## config.mk

```make
export PLATFORM = sky130hd
export DESIGN_NAME = length_prefixed_packet_deframer_unit
export DESIGN_NICKNAME = d
export VERILOG_FILES = /design/src/sv/lppd_pkg.sv /design/src/sv/length_prefixed_packet_deframer_unit.sv
export SDC_FILE = /design/constraint.sdc
export NUM_CORES = 1
export LEC_CHECK = 0
export ABC_AREA = 1
export ABC_CLOCK_PERIOD_IN_PS = 6500
export BUFFER_PORTS_ARGS = -buffer_cell sky130_fd_sc_hd__buf_2
export CORE_MARGIN = 3
export CORE_UTILIZATION = 45
export CTS_CLUSTER_DIAMETER = 120
export DETAILED_ROUTE_END_ITERATION = 10
export GPL_ROUTABILITY_DRIVEN = 0
export PLACE_DENSITY_LB_ADDON = 0.08
export SYNTH_ARGS = -nofsm -noshare
export SYNTH_HDL_FRONTEND = slang
export SYNTH_SLANG_ARGS = --single-unit
```

## constraint.sdc

```tcl
create_clock -name clk_i -period 6.5 [get_ports clk_i]
set_clock_uncertainty 0.2 [all_clocks]
set_input_delay 0 -clock clk_i [delete_from_list [all_inputs] [get_ports clk_i]]
set_output_delay 0 -clock clk_i [all_outputs]
set_load 0.005 [all_outputs]
```

## src/sv/lppd_pkg.sv

```systemverilog
package lppd_pkg;

  // frame layout: byte positions counted from the start byte (= 0)
  localparam int unsigned PosW       = 9;
  localparam logic [PosW-1:0] PosType   = 9'd1;
  localparam logic [PosW-1:0] PosCmd    = 9'd2;
  localparam logic [PosW-1:0] PosLen    = 9'd3;
  localparam logic [PosW-1:0] PosData0  = 9'd4;
  localparam logic [PosW-1:0] PosCsumHi = 9'd5;
  // longest frame: length 255 puts the high checksum byte at 260
  localparam logic [PosW-1:0] PosMax    = 9'd260;

  localparam logic [7:0] StartByteRst = 8'd170;

  typedef enum logic {
    KIND_PAYLOAD = 1'b0,
    KIND_FRAME   = 1'b1
  } kind_e;

  // result word data, last field in the lowest bits
  typedef struct packed {
    logic [15:0] frame_checksum;
    logic [7:0]  frame_length;
    logic [7:0]  frame_command;
    logic [7:0]  frame_type;
    logic [7:0]  payload_index;
    logic [7:0]  payload_byte;
  } result_data_t;

  typedef struct packed {
    kind_e        kind;
    result_data_t data;
  } result_t;

endpackage

```

## src/sv/length_prefixed_packet_deframer_unit.sv

```systemverilog
// Length-prefixed packet deframer.
//
// Input stream (s_axis_*): one received byte per word in tdata[7:0]. While
// idle, every byte other than the configured start byte is dropped. A frame
// is start, type, command, length L, L payload bytes, checksum low, checksum
// high. Each payload byte gives one output word (tuser = 0) with its index;
// the high checksum byte gives one frame word (tuser = 1) with the header
// and the 16-bit checksum. The checksum is forwarded, not checked.
// Output stream (m_axis_*): registered, through the skid register while the
// output word is held. Throughput is one byte per cycle while s_axis_tready
// is high, with a combinational position update before the result register.
// A two-entry output stage (output register plus skid register) keeps
// s_axis_tready high while one result waits; a stalled receiver drops
// tready only once both entries are full.
// cfg_we_i/cfg_wdata_i write the start byte; write it only while idle.
// Reset: idle, position 0, start byte 170, output stage empty.
module length_prefixed_packet_deframer_unit (
  input  logic        clk_i,
  input  logic        rst_ni,
  // config: start byte
  input  logic        cfg_we_i,
  input  logic [7:0]  cfg_wdata_i,
  // input bytes
  input  logic        s_axis_tvalid,
  output logic        s_axis_tready,
  input  logic [7:0]  s_axis_tdata,   // [7:0] rx_byte
  // results
  output logic        m_axis_tvalid,
  input  logic        m_axis_tready,
  // [7:0] payload_byte, [15:8] payload_index, [23:16] frame_type,
  // [31:24] frame_command, [39:32] frame_length, [55:40] frame_checksum
  output logic [55:0] m_axis_tdata,
  output logic [0:0]  m_axis_tuser    // [0] kind
);
  import lppd_pkg::*;

  logic [7:0]      start_byte_q;
  logic            receiving_q, receiving_d;
  logic [PosW-1:0] pos_q, pos_d;
  logic [7:0]      hdr_type_q, hdr_type_d;
  logic [7:0]      hdr_cmd_q, hdr_cmd_d;
  logic [7:0]      hdr_len_q, hdr_len_d;
  logic [7:0]      csum_lo_q, csum_lo_d;

  logic            res_valid;
  result_t         res;
  logic            in_fire;

  result_t         out_q, skid_q;
  logic            out_valid_q, skid_valid_q;

  logic [PosW-1:0] csum_lo_pos;
  logic [PosW-1:0] csum_hi_pos;
  logic [PosW-1:0] pos_inc;

  assign s_axis_tready = !skid_valid_q;
  assign in_fire       = s_axis_tvalid && s_axis_tready;

  assign csum_lo_pos = {1'b0, hdr_len_q} + PosData0;
  assign csum_hi_pos = {1'b0, hdr_len_q} + PosCsumHi;
  assign pos_inc     = pos_q + 9'd1;

  // frame parser: next state and result for the byte on the input
  always_comb begin
    receiving_d = receiving_q;
    pos_d       = pos_q;
    hdr_type_d  = hdr_type_q;
    hdr_cmd_d   = hdr_cmd_q;
    hdr_len_d   = hdr_len_q;
    csum_lo_d   = csum_lo_q;
    res_valid   = 1'b0;
    res         = '0;
    res.kind    = KIND_PAYLOAD;
    if (!receiving_q) begin
      if (s_axis_tdata == start_byte_q) begin
        receiving_d = 1'b1;
        pos_d       = PosType;
      end
    end else begin
      pos_d = pos_inc;
      priority if (pos_q == PosType) begin
        hdr_type_d = s_axis_tdata;
      end else if (pos_q == PosCmd) begin
        hdr_cmd_d = s_axis_tdata;
      end else if (pos_q == PosLen) begin
        hdr_len_d = s_axis_tdata;
      end else if (pos_q == csum_lo_pos) begin
        csum_lo_d = s_axis_tdata;
      end else if (pos_q == csum_hi_pos) begin
        res_valid                = 1'b1;
        res.kind                 = KIND_FRAME;
        res.data.frame_type      = hdr_type_q;
        res.data.frame_command   = hdr_cmd_q;
        res.data.frame_length    = hdr_len_q;
        res.data.frame_checksum  = {s_axis_tdata, csum_lo_q};
        receiving_d              = 1'b0;
        pos_d                    = '0;
      end else begin
        // payload byte
        res_valid                = 1'b1;
        res.data.payload_byte    = s_axis_tdata;
        res.data.payload_index   = 8'(pos_q - PosData0);
      end
    end
  end

  // parser state and config register
  always_ff @(posedge clk_i or negedge rst_ni) begin
    if (!rst_ni) begin
      start_byte_q <= StartByteRst;
      receiving_q  <= 1'b0;
      pos_q        <= '0;
      hdr_type_q   <= '0;
      hdr_cmd_q    <= '0;
      hdr_len_q    <= '0;
      csum_lo_q    <= '0;
    end else begin
      if (cfg_we_i) begin
        start_byte_q <= cfg_wdata_i;
      end
      if (in_fire) begin
        receiving_q <= receiving_d;
        pos_q       <= pos_d;
        hdr_type_q  <= hdr_type_d;
        hdr_cmd_q   <= hdr_cmd_d;
        hdr_len_q   <= hdr_len_d;
        csum_lo_q   <= csum_lo_d;
      end
    end
  end

  // output register plus skid entry
  always_ff @(posedge clk_i or negedge rst_ni) begin
    if (!rst_ni) begin
      out_valid_q  <= 1'b0;
      skid_valid_q <= 1'b0;
    end else if (out_valid_q && !m_axis_tready) begin
      if (in_fire && res_valid) begin
        skid_valid_q <= 1'b1;
      end
    end else if (skid_valid_q) begin
      out_valid_q  <= 1'b1;
      skid_valid_q <= 1'b0;
    end else begin
      out_valid_q <= in_fire && res_valid;
    end
  end

  // payload of the output stage
  always_ff @(posedge clk_i) begin
    if (out_valid_q && !m_axis_tready) begin
      if (in_fire && res_valid) begin
        skid_q <= res;
      end
    end else if (skid_valid_q) begin
      out_q <= skid_q;
    end else if (in_fire && res_valid) begin
      out_q <= res;
    end
  end

  assign m_axis_tvalid   = out_valid_q;
  assign m_axis_tdata    = out_q.data;
  assign m_axis_tuser[0] = out_q.kind;

  // skid entry only fills behind a held output word
  a_skid_behind_out: assert property (@(posedge clk_i) disable iff (!rst_ni)
    skid_valid_q |-> out_valid_q)
    else $error("skid entry valid with empty output register");

  // idle parser always sits at position zero
  a_idle_pos: assert property (@(posedge clk_i) disable iff (!rst_ni)
    !receiving_q |-> (pos_q == '0))
    else $error("position nonzero while idle");

  // position never runs past the longest frame
  a_pos_bound: assert property (@(posedge clk_i) disable iff (!rst_ni)
    pos_q <= PosMax)
    else $error("position beyond longest frame");

  // a frame word always ends the frame
  a_frame_ends: assert property (@(posedge clk_i) disable iff (!rst_ni)
    (in_fire && res_valid && (res.kind == KIND_FRAME)) |=> !receiving_q)
    else $error("frame word without return to idle");

endmodule
```

==> metrics.md, run 1 <==
| Metric | Value |
|---|---|
| Worst path max stage delay | 0.60 ns |
| DP HPWL | 11600 um |
| RR Startpoint | pos_q[2] |
| CP max-delay cell | buf_4 |
| Final setup violation count | 0 |
| Post-Syn Area | 0.00776 sq mm |
| Routed WL | 18900 um |
| Endpoints failing hold | 0 |
| TNS Setup | 0 ns |
| Total routing usage reported by global routing | 20.9% |
| Antenna-violating nets left | 0 |
| Synth warn | 0 |
| Die footprint | 0.0188 sq mm |
| Most common cell after layout, fill and taps aside | nand2_1 |
| Synth cell types | 32 |
| Leak Pwr | 4.17 nW |
| Post-route minimum period | 3.56 ns |
| Gate Count Post-Synth | 828 |
| CP startpoint | pos_q[2] |
| Drc violations | 0 |
| Area growth, synth to finish | 19.3% |
| RSZ-0062 raised after global routing | false |
| CP max FO | 53 |
| H-tree depth | 4 |
| Worst Setup EP | m_axis_tdata[28] |
| CP endpoint kind | register |
| DR WL/cell | 16.3 um |
| Final Max Slew Viols | 0 |
| Most frequent cells in the layout | 273 x nand2_1, 114 x edfxtp_1, 88 x nor2_1, 83 x inv_1, 79 x buf_2 |
| TritonCTS clock tree | built |
| R2r endpoint | m_axis_tdata[28] |
| Max cap viols | 0 |
| Row cnt | 47 |
| Crit path launch type | register |
| Area of the core | 0.0167 sq mm |
| First drt pass iteration count | 5 |
| CTS sink cnt | 166 |
| Mean Syn Cell Area | 9.37 sq um |
| Die Width | 137 um |
| Worst-Margin Slew | 0.822 ns |
| DR vias | 5899 |
| Post-DP Area | 0.00829 sq mm |
| Global-route wire length before repair | 30100 um |
| Net count, final | 958 |
| Arrival @ worst endpoint | 3.41 ns |
| WP data required | 6.36 ns |
| Vias in the first global route | 5786 |
| Yosys top cell by area | edfxtp_1 |
| Most used cell, CP | nand2_1 |
| Synth top area cells | edfxtp_1 44%, dfrtp_1 15%, nand2_1 13%, nand4_1 4.6%, nor2_1 4.4% |
| Share of layout cells above drive strength 1 | 14.9% |
| Post-route cell area | 0.00926 sq mm |
| Seq cells post-synth | 166 |
| Total grt overflow | 0 |
| Final Hold Slack | 0.0434 ns |
| I/O pin cnt | 80 |
| Layout Utilization | 55.4% |
| Largest net degree at the start of global routing | 63 |
| Post-cts resize count | 0 |
| Total CTS buffers | 17 |
| Maximum vdd ir drop | 196 uV |
| Crit path cell chain | inv_1 -> ha_1 -> nand2_1 -> inv_1 -> nand2_1 -> nor2_1 -> nor3_4 -> inv_2 -> nor2_8 -> nand2_1 -> nand2_1 -> inv_1 -> nor2_4 -> buf_4 |
| Initial Util | 46.4% |
| Tcrit/Tclk final | 54.7% |
| Status | finished clean |
| Register area share after synthesis | 61.0% |
| Clock buffer depth | 2 |
| Share of Yosys cell area claimed by the top area cell type | 44.1% |
| Fmax | 0.281 GHz |
| Number of port buffers | 79 |
| Hold Crit Class | primary input to async pin |
| Worst r2r path cells | 14 |
| Reg2Reg Setup Slack | 2.94 ns |
| Syn_nets | 858 |
| Vias per cell | 5.08 |
| Max_slew headroom | 45.2% |
| ANT cells | 0 |
| Die Ht | 137 um |
| Clk root buf | clkbuf_16 |
| Worst Setup Path Type | register to register |
| Initial antenna violation count | 0 |
| Initial DRC count | 498 |
| CTS clk-pin slew, worst paths | 0.06 ns |
| Later-pin clock latency in the skew report | 0.42 ns |
| Power per cell area | 329 mW/mm^2 |
worst max-delay path: cells and delay by family, from the launching register on:
family                   cells  cell delay, ns
buffers and inverters        5            1.04
flip-flops                   1            0.50
adder cells (fa/ha/maj)      1            0.24
AND/OR/NAND/NOR              8            1.12
routing by layer:
metal / global-route usage (%) / vias up / share of wire [%]
met1: 27.7 / 2824 / 45
li1: - / 2902 / -
met3: 3.62 / 24 / 4.1
met4: 6.76 / 0 / 1.6
met5: 0 / - / 0
met2: 35.1 / 149 / 50
metrics by stage:
stage / worst slack (ns) / total power [mW] / std cells
5_1_grt: 2.64 / 3.21 / 1161
6_report: 2.94 / 3.04 / 1161
3_3_place_gp: 3.14 / 1.97 / 1094
4_1_cts: 2.95 / 3.06 / 1161
2_1_floorplan: 1.76 / 1.80 / 828
3_5_place_dp: 2.99 / 1.99 / 1094
cell families after synthesis:
kind of cell	count (synthesis)	share of synthesized area [%]
adders and majority gates	9	1.45
muxes	1	0.145
AOI/OAI and AO/OA	45	2.90
buffers and inverters	130	7.03
DFF	166	61.0
and+or+nand+nor	462	25.8
xor gates and xnor gates	15	1.69
synth_stat cells:
master	count
nand2_1	273
edfxtp_1	114
nor2_1	91
inv_1	83
nand4_1	57
dfrtp_1	48
o21ai_0	41
nand3_1	26
clkbuf_1	13
xor2_1	12
buf_2	11
ha_1	9
buf_1	7
inv_2	6
buf_6	4
dfstp_2	4
buf_4	3
nor2_4	3
o21ai_1	3
xnor2_1	3
clkbuf_2	2
nand2_2	2
nand3_2	2
nor3_1	2
nor4_1	2
a21oi_1	1
clkinv_1	1
mux2_2	1
nand3_4	1
nor2_2	1
nor2_8	1
nor3_4	1
report_power, final:
part	switching, mW	internal (mW)	total [mW]
Clock	0.407	0.643	1.05
Combinational	0.440	0.209	0.649
Sequential	0.0952	1.25	1.34
Total	0.941	2.10	3.04
sequential cells by signal (all words and copies together) (netlist names), 8 cells and up:
register / count
csum_lo_q: 8
hdr_cmd_q: 8
hdr_len_q: 8
hdr_type_q: 8
m_axis_tdata: 56
pos_q: 9
skid_q: 57
start_byte_q: 8
how the worst min path moves through the flow:
stage | end | slack [ns] | cells after the start
4_1_cts | m_axis_tvalid | 0.07 | 3
6_report | m_axis_tvalid | 0.04 | 3
3_5_place_dp | m_axis_tvalid | -0.007 | 2
3_3_place_gp | m_axis_tvalid | -0.01 | 2
5_1_grt | m_axis_tvalid | 0.11 | 3
2_1_floorplan | csum_lo_q[0] | -0.50 | 0
area by class of cell:
type / instances / area, sq um
fill: 1545 / 7450
inverter: 90 / 338
timing repair buffer: 121 / 798
sequential: 166 / 4730
multi-input combinational: 532 / 2500
clock inverter: 12 / 176
clock buffer: 20 / 437
tap: 220 / 275
timing repair:
action,in CTS,in global routing
hold buffers,35,0
hold endpoints to repair,121,0
setup buffers,0,0
Note: power is estimated with default switching activity, not from simulation.
==> run 2: changes to the inputs <==
--- a/config.mk
+++ b/config.mk
@@ -5,8 +5,8 @@
 export SDC_FILE = /design/constraint.sdc
 export NUM_CORES = 1
 export LEC_CHECK = 0
-export ABC_AREA = 1
-export ABC_CLOCK_PERIOD_IN_PS = 6500
+export ABC_AREA = 0
+export ABC_CLOCK_PERIOD_IN_PS = 2900
 export BUFFER_PORTS_ARGS = -buffer_cell sky130_fd_sc_hd__buf_2
 export CORE_MARGIN = 3
 export CORE_UTILIZATION = 45
==> constraint.sdc (replaced) <==
create_clock -name clk_i -period 2.9 [get_ports clk_i]
set_clock_uncertainty 0.2 [all_clocks]
set_input_delay 0 -clock clk_i [delete_from_list [all_inputs] [get_ports clk_i]]
set_output_delay 0 -clock clk_i [all_outputs]
set_load 0.005 [all_outputs]
==> metrics.md, run 2 <==
| Metric | Value |
|---|---|
| Total grt overflow | 0 (unchanged) |
| Ys flop type | edfxtp_1 |
| EDFF count, synth | 114 (unchanged) |
| Most common cell after layout, fill and taps aside | nand2_1 |
| Clk root buf | clkbuf_16 |
| Max_slew headroom | 49.3% (+4.1 points) |
| DP Worst Slack | -0.0541 ns (-3.04 ns) |
| Biggest register | skid_q |
| Initial DRC count | 339 (-32%) |
| Post-DP Area | 0.00817 sq mm (-1.4%) |
| Max FFs per register | 57 (unchanged) |
| Final setup violation count | 0 (unchanged) |
| Post-route cell area | 0.00917 sq mm (-0.88%) |
| DP HPWL | 11200 um (-3.8%) |
| Net count, final | 790 (-18%) |
| DR WL/cell | 17.5 um (+7.2%) |
| Mean Syn Cell Area | 11.5 sq um (+22%) |
| Setup ws final | 0.153 ns (-2.79 ns) |
| Endpoints failing hold | 0 (unchanged) |
| Vias per cell | 5.20 (+2.2%) |
| Hold Startpoint | s_axis_tdata[1] |
| Fillers | 1406 (-9.0%) |
| Yosys top cell by area | edfxtp_1 |
| Antenna-violating nets left | 0 (unchanged) |
| Tot Pwr | 7.66 mW (+150%) |
| Die footprint | 0.0180 sq mm (-4.5%) |
| CP startpoint | hdr_len_q[2] |
| Total routing usage reported by global routing | 19.7% (-1.2 points) |
| TritonCTS clock tree | built |
| Worst-Margin Slew | 0.761 ns (-0.0613 ns) |
| Crit path launch type | register |
| First drt pass iteration count | 5 (unchanged) |
| Fin cells | 989 (-15%) |
| Arrival @ worst endpoint | 2.71 ns (-0.70 ns) |
| Total CTS buffers | 17 (unchanged) |
| Status | finished clean |
| Synth warn | 0 (unchanged) |
| Gate Count Post-Synth | 645 (-22%) |
| DR vias | 5138 (-13%) |
| CTS clk-pin slew, worst paths | 0.06 ns (about the same) |
| RR Startpoint | hdr_len_q[2] |
| Routed WL | 17300 um (-8.7%) |
| Post-route minimum period | 2.75 ns (-0.810 ns) |
| WP data required | 2.86 ns (-3.50 ns) |
| Maximum vdd ir drop | 447 uV (+130%) |
| Row cnt | 46 (-2.1%) |
| CP max FO | 16 (-70%) |
| Vias in the first global route | 5000 (-14%) |
| TNS Setup | 0 ns (unchanged) |
| Initial Util | 46.2% (-0.23 points) |
| I/O pin cnt | 80 (unchanged) |
| Die Ht | 134 um (-2.3%) |
| Tcrit/Tclk final | 94.7% (+40 points) |
| CTS sink cnt | 166 (unchanged) |
| H-tree depth | 4 (unchanged) |
| Register area share after synthesis | 63.9% (+3.0 points) |
| Hold Crit Class | primary input to register |
| Drc violations | 0 (unchanged) |
| Post-Syn Area | 0.00740 sq mm (-4.7%) |
| Largest net degree at the start of global routing | 70 (+11%) |
| Initial antenna violation count | 0 (unchanged) |
| Fmax | 0.364 GHz (+29%) |
| ANT cells | 0 (unchanged) |
| Synth cell types | 48 (+50%) |
| Worst Setup Path Type | register to register |
| Top-count cell post-synth | nand2_1 |
| Area of the core | 0.0160 sq mm (-4.2%) |
| Clock buffer depth | 2 (unchanged) |
| Max cap viols | 0 (unchanged) |
| Die Width | 134 um (-2.3%) |
| Leak Pwr | 3.59 nW (-14%) |
| Post-synth top cells | 133 x nand2_1, 114 x edfxtp_1, 65 x o21ai_1 |
| Most frequent cells in the layout | 133 x nand2_1, 114 x edfxtp_1, 79 x buf_2, 65 x o21ai_1, 47 x dfrtp_1 |
| Area growth, synth to finish | 24.0% |
| Power per cell area | 834 mW/mm^2 (+150%) |
| Syn_nets | 675 (-21%) |
| Share of Yosys cell area claimed by the top area cell type | 46.3% (+2.2 points) |
| Share of layout cells above drive strength 1 | 22.0% (+7.1 points) |
| Later-pin clock latency in the skew report | 0.42 ns (about the same) |
| Number of port buffers | 79 (unchanged) |
| Synth top area cells | edfxtp_1 46%, dfrtp_1 16%, nand2_1 6.8%, o21ai_1 4.4%, xnor2_1 3.2% |
| Global-route wire length before repair | 27500 um (-8.6%) |
| Share of flip-flops with an asynchronous set or reset | 31.3% (unchanged) |
| Final Max Slew Viols | 0 (unchanged) |
| CP endpoint kind | register |
| Seq cells post-synth | 166 (unchanged) |
| # placed instances | 925 (-15%) |
-- run 2: cell count changes in the layout (fill, tap and decap cells not counted), moves of 9 or more --
cell	delta
nand4_1	-54
o31ai_1	+9
nand3_1	-13
o21ai_0	-30
nor2_1	-49
and2_1	+33
o21ai_1	+62
inv_1	-66
xnor2_1	+23
buf_4	+15
nand2_1	-140
-- run 2: routing by layer --
metal | vias to the layer above | GRT usage, % | routed length (um)
li1 | 2476 | - | -
met1 | 2505 | 27.1 | 8040
met2 | 138 | 32.2 | 8320
met3 | 19 | 3.79 | 691
met4 | 0 | 5.60 | 215
met5 | - | 0 | 0
-- run 2: final timing paths --
path	to	slack, ns	depth (start not counted)
worst max-delay path	skid_q[12]	0.15	9
worst min-delay path	csum_lo_q[1]	0.24	3
worst max register to register	skid_q[12]	0.15	9
worst min register to register	csum_lo_q[0]	0.31	1
max in group asynchronous	skid_valid_q	1.09	4
min in group asynchronous	start_byte_q[3]	0.43	3
-- run 2: timing repair --
action / in CTS / in global routing
endpoints found under the setup margin: 11 / 132
setup buffers: 0 / 1
endpoints found under the hold margin: 125 / 0
hold buffers: 29 / 0
gates cloned: 1 / 1
resized for setup: 1 / 12
-- run 2: logic make-up after synthesis --
group / Yosys count / synth area share, %
multiplexers: 16 / 2.44
buffers and inverters: 61 / 3.55
adder cells (fa/ha/maj): 9 / 1.52
XOR/XNOR: 31 / 3.67
AO/OA/AOI/OAI: 118 / 10.0
AND/OR/NAND/NOR: 244 / 14.9
flip-flops: 166 / 63.9
-- run 2: metrics by stage --
stage | hold WS (ns) | util, %
CTS | 0.225 | 56.9
floorplan | -0.496 | -
global placement | -0.292 | 51.1
finish | 0.237 | 57.3
detailed placement | -0.287 | 51.1
global route | 0.255 | 57.3
-- run 2: area by class of cell --
type	instances	area, sq um	area share, %
Inverter	20	77.6	0.846
Clock buffer	22	474	5.17
Clock inverter	10	144	1.57
Sequential cell	166	4730	51.6
Tap cell	216	270	2.95
Timing Repair Buffer	135	951	10.4
Multi-Input combinational cell	420	2530	27.5
-- run 2: report_power, final --
| part | switching [mW] | total (mW) | leakage [nW] | internal, mW |
|---|---|---|---|---|
| clock network | 0.901 | 2.33 | 0.300 | 1.43 |
| logic | 1.18 | 2.02 | 1.59 | 0.841 |
| registers | 0.342 | 3.30 | 1.70 | 2.96 |
-- run 2: worst max-delay path, cell delays in order (launching register included) --
cell	delay, ns
dfrtp_1	0.40
inv_1	0.10
ha_1	0.31
xnor2_1	0.14
nor4b_2	0.29
o2111ai_2	0.18
o22a_2	0.28
buf_4	0.24
nand3b_4	0.25
nor2_1	0.09
==> run 3: changes to the inputs <==
--- a/config.mk
+++ b/config.mk
@@ -5,12 +5,11 @@
 export SDC_FILE = /design/constraint.sdc
 export NUM_CORES = 1
 export LEC_CHECK = 0
-export ABC_AREA = 0
+export ABC_AREA = 1
 export ABC_CLOCK_PERIOD_IN_PS = 2900
 export BUFFER_PORTS_ARGS = -buffer_cell sky130_fd_sc_hd__buf_2
-export CORE_MARGIN = 3
 export CORE_UTILIZATION = 45
-export CTS_CLUSTER_DIAMETER = 120
+export CTS_CLUSTER_DIAMETER = 40
 export DETAILED_ROUTE_END_ITERATION = 10
 export GPL_ROUTABILITY_DRIVEN = 0
 export PLACE_DENSITY_LB_ADDON = 0.08
==> metrics.md, run 3 (same netlist as run 1, synthesis figures left out) <==
| Metric | Value |
|---|---|
| Maximum vdd ir drop | 457 uV (+2.4%) |
| Total CTS buffers | 17 (unchanged) |
| RSZ-0062 raised after global routing | false |
| Routed WL | 19400 um (+12%) |
| CP max FO | 17 (+1) |
| First drt pass iteration count | 6 (+1) |
| Most frequent cells in the layout | 271 x nand2_1, 114 x edfxtp_1, 88 x nor2_1, 80 x inv_1, 79 x buf_2 |
| DP Worst Slack | 0.110 ns (+0.165 ns) |
| H-tree depth | 4 (unchanged) |
| CTS sink cnt | 166 (unchanged) |
| Initial antenna violation count | 0 (unchanged) |
| Endpoints failing hold | 0 (unchanged) |
| Crit path launch type | register |
| Power per cell area | 722 mW/mm^2 (-13%) |
| Vias per cell | 5.11 (-1.7%) |
| Clock buffer depth | 2 (unchanged) |
| Worst Setup Path Type | register to register |
| Final Hold Slack | 0.265 ns (+0.0287 ns) |
| Vias in the first global route | 5827 (+17%) |
| Fmax | 0.376 GHz (+3.3%) |
| Most common cell after layout, fill and taps aside | nand2_1 |
| Row cnt | 47 (+2.2%) |
| Share of layout cells above drive strength 1 | 17.2% (-4.8 points) |
| Drc violations | 0 (unchanged) |
| Total grt overflow | 0 (unchanged) |
| Tot Pwr | 6.78 mW (-11%) |
| DR vias | 6007 (+17%) |
| Setup ws final | 0.242 ns (+0.0886 ns) |
| Global-route wire length before repair | 30500 um (+11%) |
| Met2 usage | 37.5% (+5.3 points) |
| Max FFs per register | 57 (unchanged) |
| Top Usage Layer GRT | met2 |
| Tcrit/Tclk final | 91.7% (-3.1 points) |
| Leak Pwr | 4.21 nW (+17%) |
| GR Util met3 | 3.96% (+0.17 points) |
| Die footprint | 0.0178 sq mm (-1.3%) |
| ANT cells | 0 (unchanged) |
| TritonCTS clock tree | built |
| Final setup violation count | 0 (unchanged) |
| Max cap viols | 0 (unchanged) |
| Initial Util | 46.4% (+0.23 points) |
| Total routing usage reported by global routing | 22.4% (+2.7 points) |
| Net count, final | 973 (+23%) |
| Biggest register | skid_q |
| Die Ht | 133 um (-0.67%) |
| Hold Crit Class | primary input to register |
| CP endpoint kind | register |
| Area of the core | 0.0167 sq mm (+4.4%) |
| DR WL/cell | 16.5 um (-5.7%) |
| CTS clk-pin slew, worst paths | 0.06 ns (about the same) |
| Post-route minimum period | 2.66 ns (-0.0886 ns) |
| Arrival @ worst endpoint | 2.72 ns (about the same) |
| Final Max Slew Viols | 0 (unchanged) |
| Later-pin clock latency in the skew report | 0.42 ns (about the same) |
| Antenna-violating nets left | 0 (unchanged) |
| WP data required | 2.96 ns (+0.10 ns) |
| Status | finished clean |
| GR Util met1 | 29.7% (+2.6 points) |
| Largest net degree at the start of global routing | 62 (-11%) |
| I/O pin cnt | 80 (unchanged) |
| Worst-Margin Slew | 0.961 ns (+0.200 ns) |
| Max_slew headroom | 35.7% (-14 points) |
| Initial DRC count | 475 (+40%) |
| Die Width | 133 um (-0.67%) |
| DP HPWL | 12200 um (+9.4%) |
| Number of port buffers | 79 (unchanged) |
| Clk root buf | clkbuf_16 |
| Area growth, synth to finish | 21.1% |
==> run 3: cell count changes in the layout (fill, tap and decap cells not counted), moves of 30 or more <==
cell	previous run	this run
and2_1	33	0
inv_1	17	80
nand2_1	133	271
nand4_1	3	57
nor2_1	39	88
o21ai_0	11	41
o21ai_1	65	3
==> run 3: through the flow <==
stage	cell area, sq um	std cells	utilization (%)	setup TNS [ns]
5_1_grt	9390	1176	56.2	0
2_1_floorplan	7810	828	-	-6.79
4_1_cts	9320	1168	55.8	0
3_5_place_dp	8400	1100	50.3	0
6_report	9390	1176	56.2	0
3_3_place_gp	8400	1100	50.3	0
==> run 3: what timing repair did <==
action	in CTS	in global routing
hold endpoints to repair	85	0
hold buffers	36	0
buffers inserted	0	6
setup endpoints to repair	0	83
resized for setup	0	2
==> run 3: worst max-delay path, cell delays in order (launching register included) <==
cell	delay [ns]
dfrtp_2	0.48
ha_1	0.26
inv_1	0.11
nand2_1	0.10
inv_1	0.08
nor2_1	0.04
nand2_1	0.05
nand2_1	0.08
nand3_1	0.13
nor2_4	0.07
buf_4	0.14
nor2_4	0.34
nand2_4	0.22
nor2_1	0.18
==> run 3: final timing paths <==
kind / startpoint / end / slack, ns / cells past startpoint
hold reg to reg: skid_q[18] / m_axis_tdata[18] / 0.31 / 2
max in group asynchronous: rst_ni / pos_q[3] / 0.51 / 4
min in group asynchronous: rst_ni / start_byte_q[1] / 0.54 / 3
setup reg to reg: hdr_len_q[3] / skid_q[9] / 0.24 / 13
setup / recovery: hdr_len_q[3] / skid_q[9] / 0.24 / 13
hold / removal: s_axis_tvalid / receiving_q / 0.27 / 5
==> run 3: power by group <==
part	switching (mW)	leakage [nW]	internal, mW	total (mW)
Combinational	1.06	2.14	0.577	1.63
Clock	0.941	0.252	1.19	2.13
Sequential	0.216	1.82	2.80	3.02
==> run 3: routing by layer <==
metal,wire length (um),up-vias
li1,-,2932
met1,8530,2882
met2,9730,171
met3,853,22
met4,244,0
met5,0,-
==> run 3: area by class of cell <==
type,count,area [sq um]
clock buffer,19,433
sequential,166,4730
tap,220,275
multi-input combinational,534,2550
timing repair buffer,134,936
clock inverter,13,125
inverter,90,340
fill,1479,7310
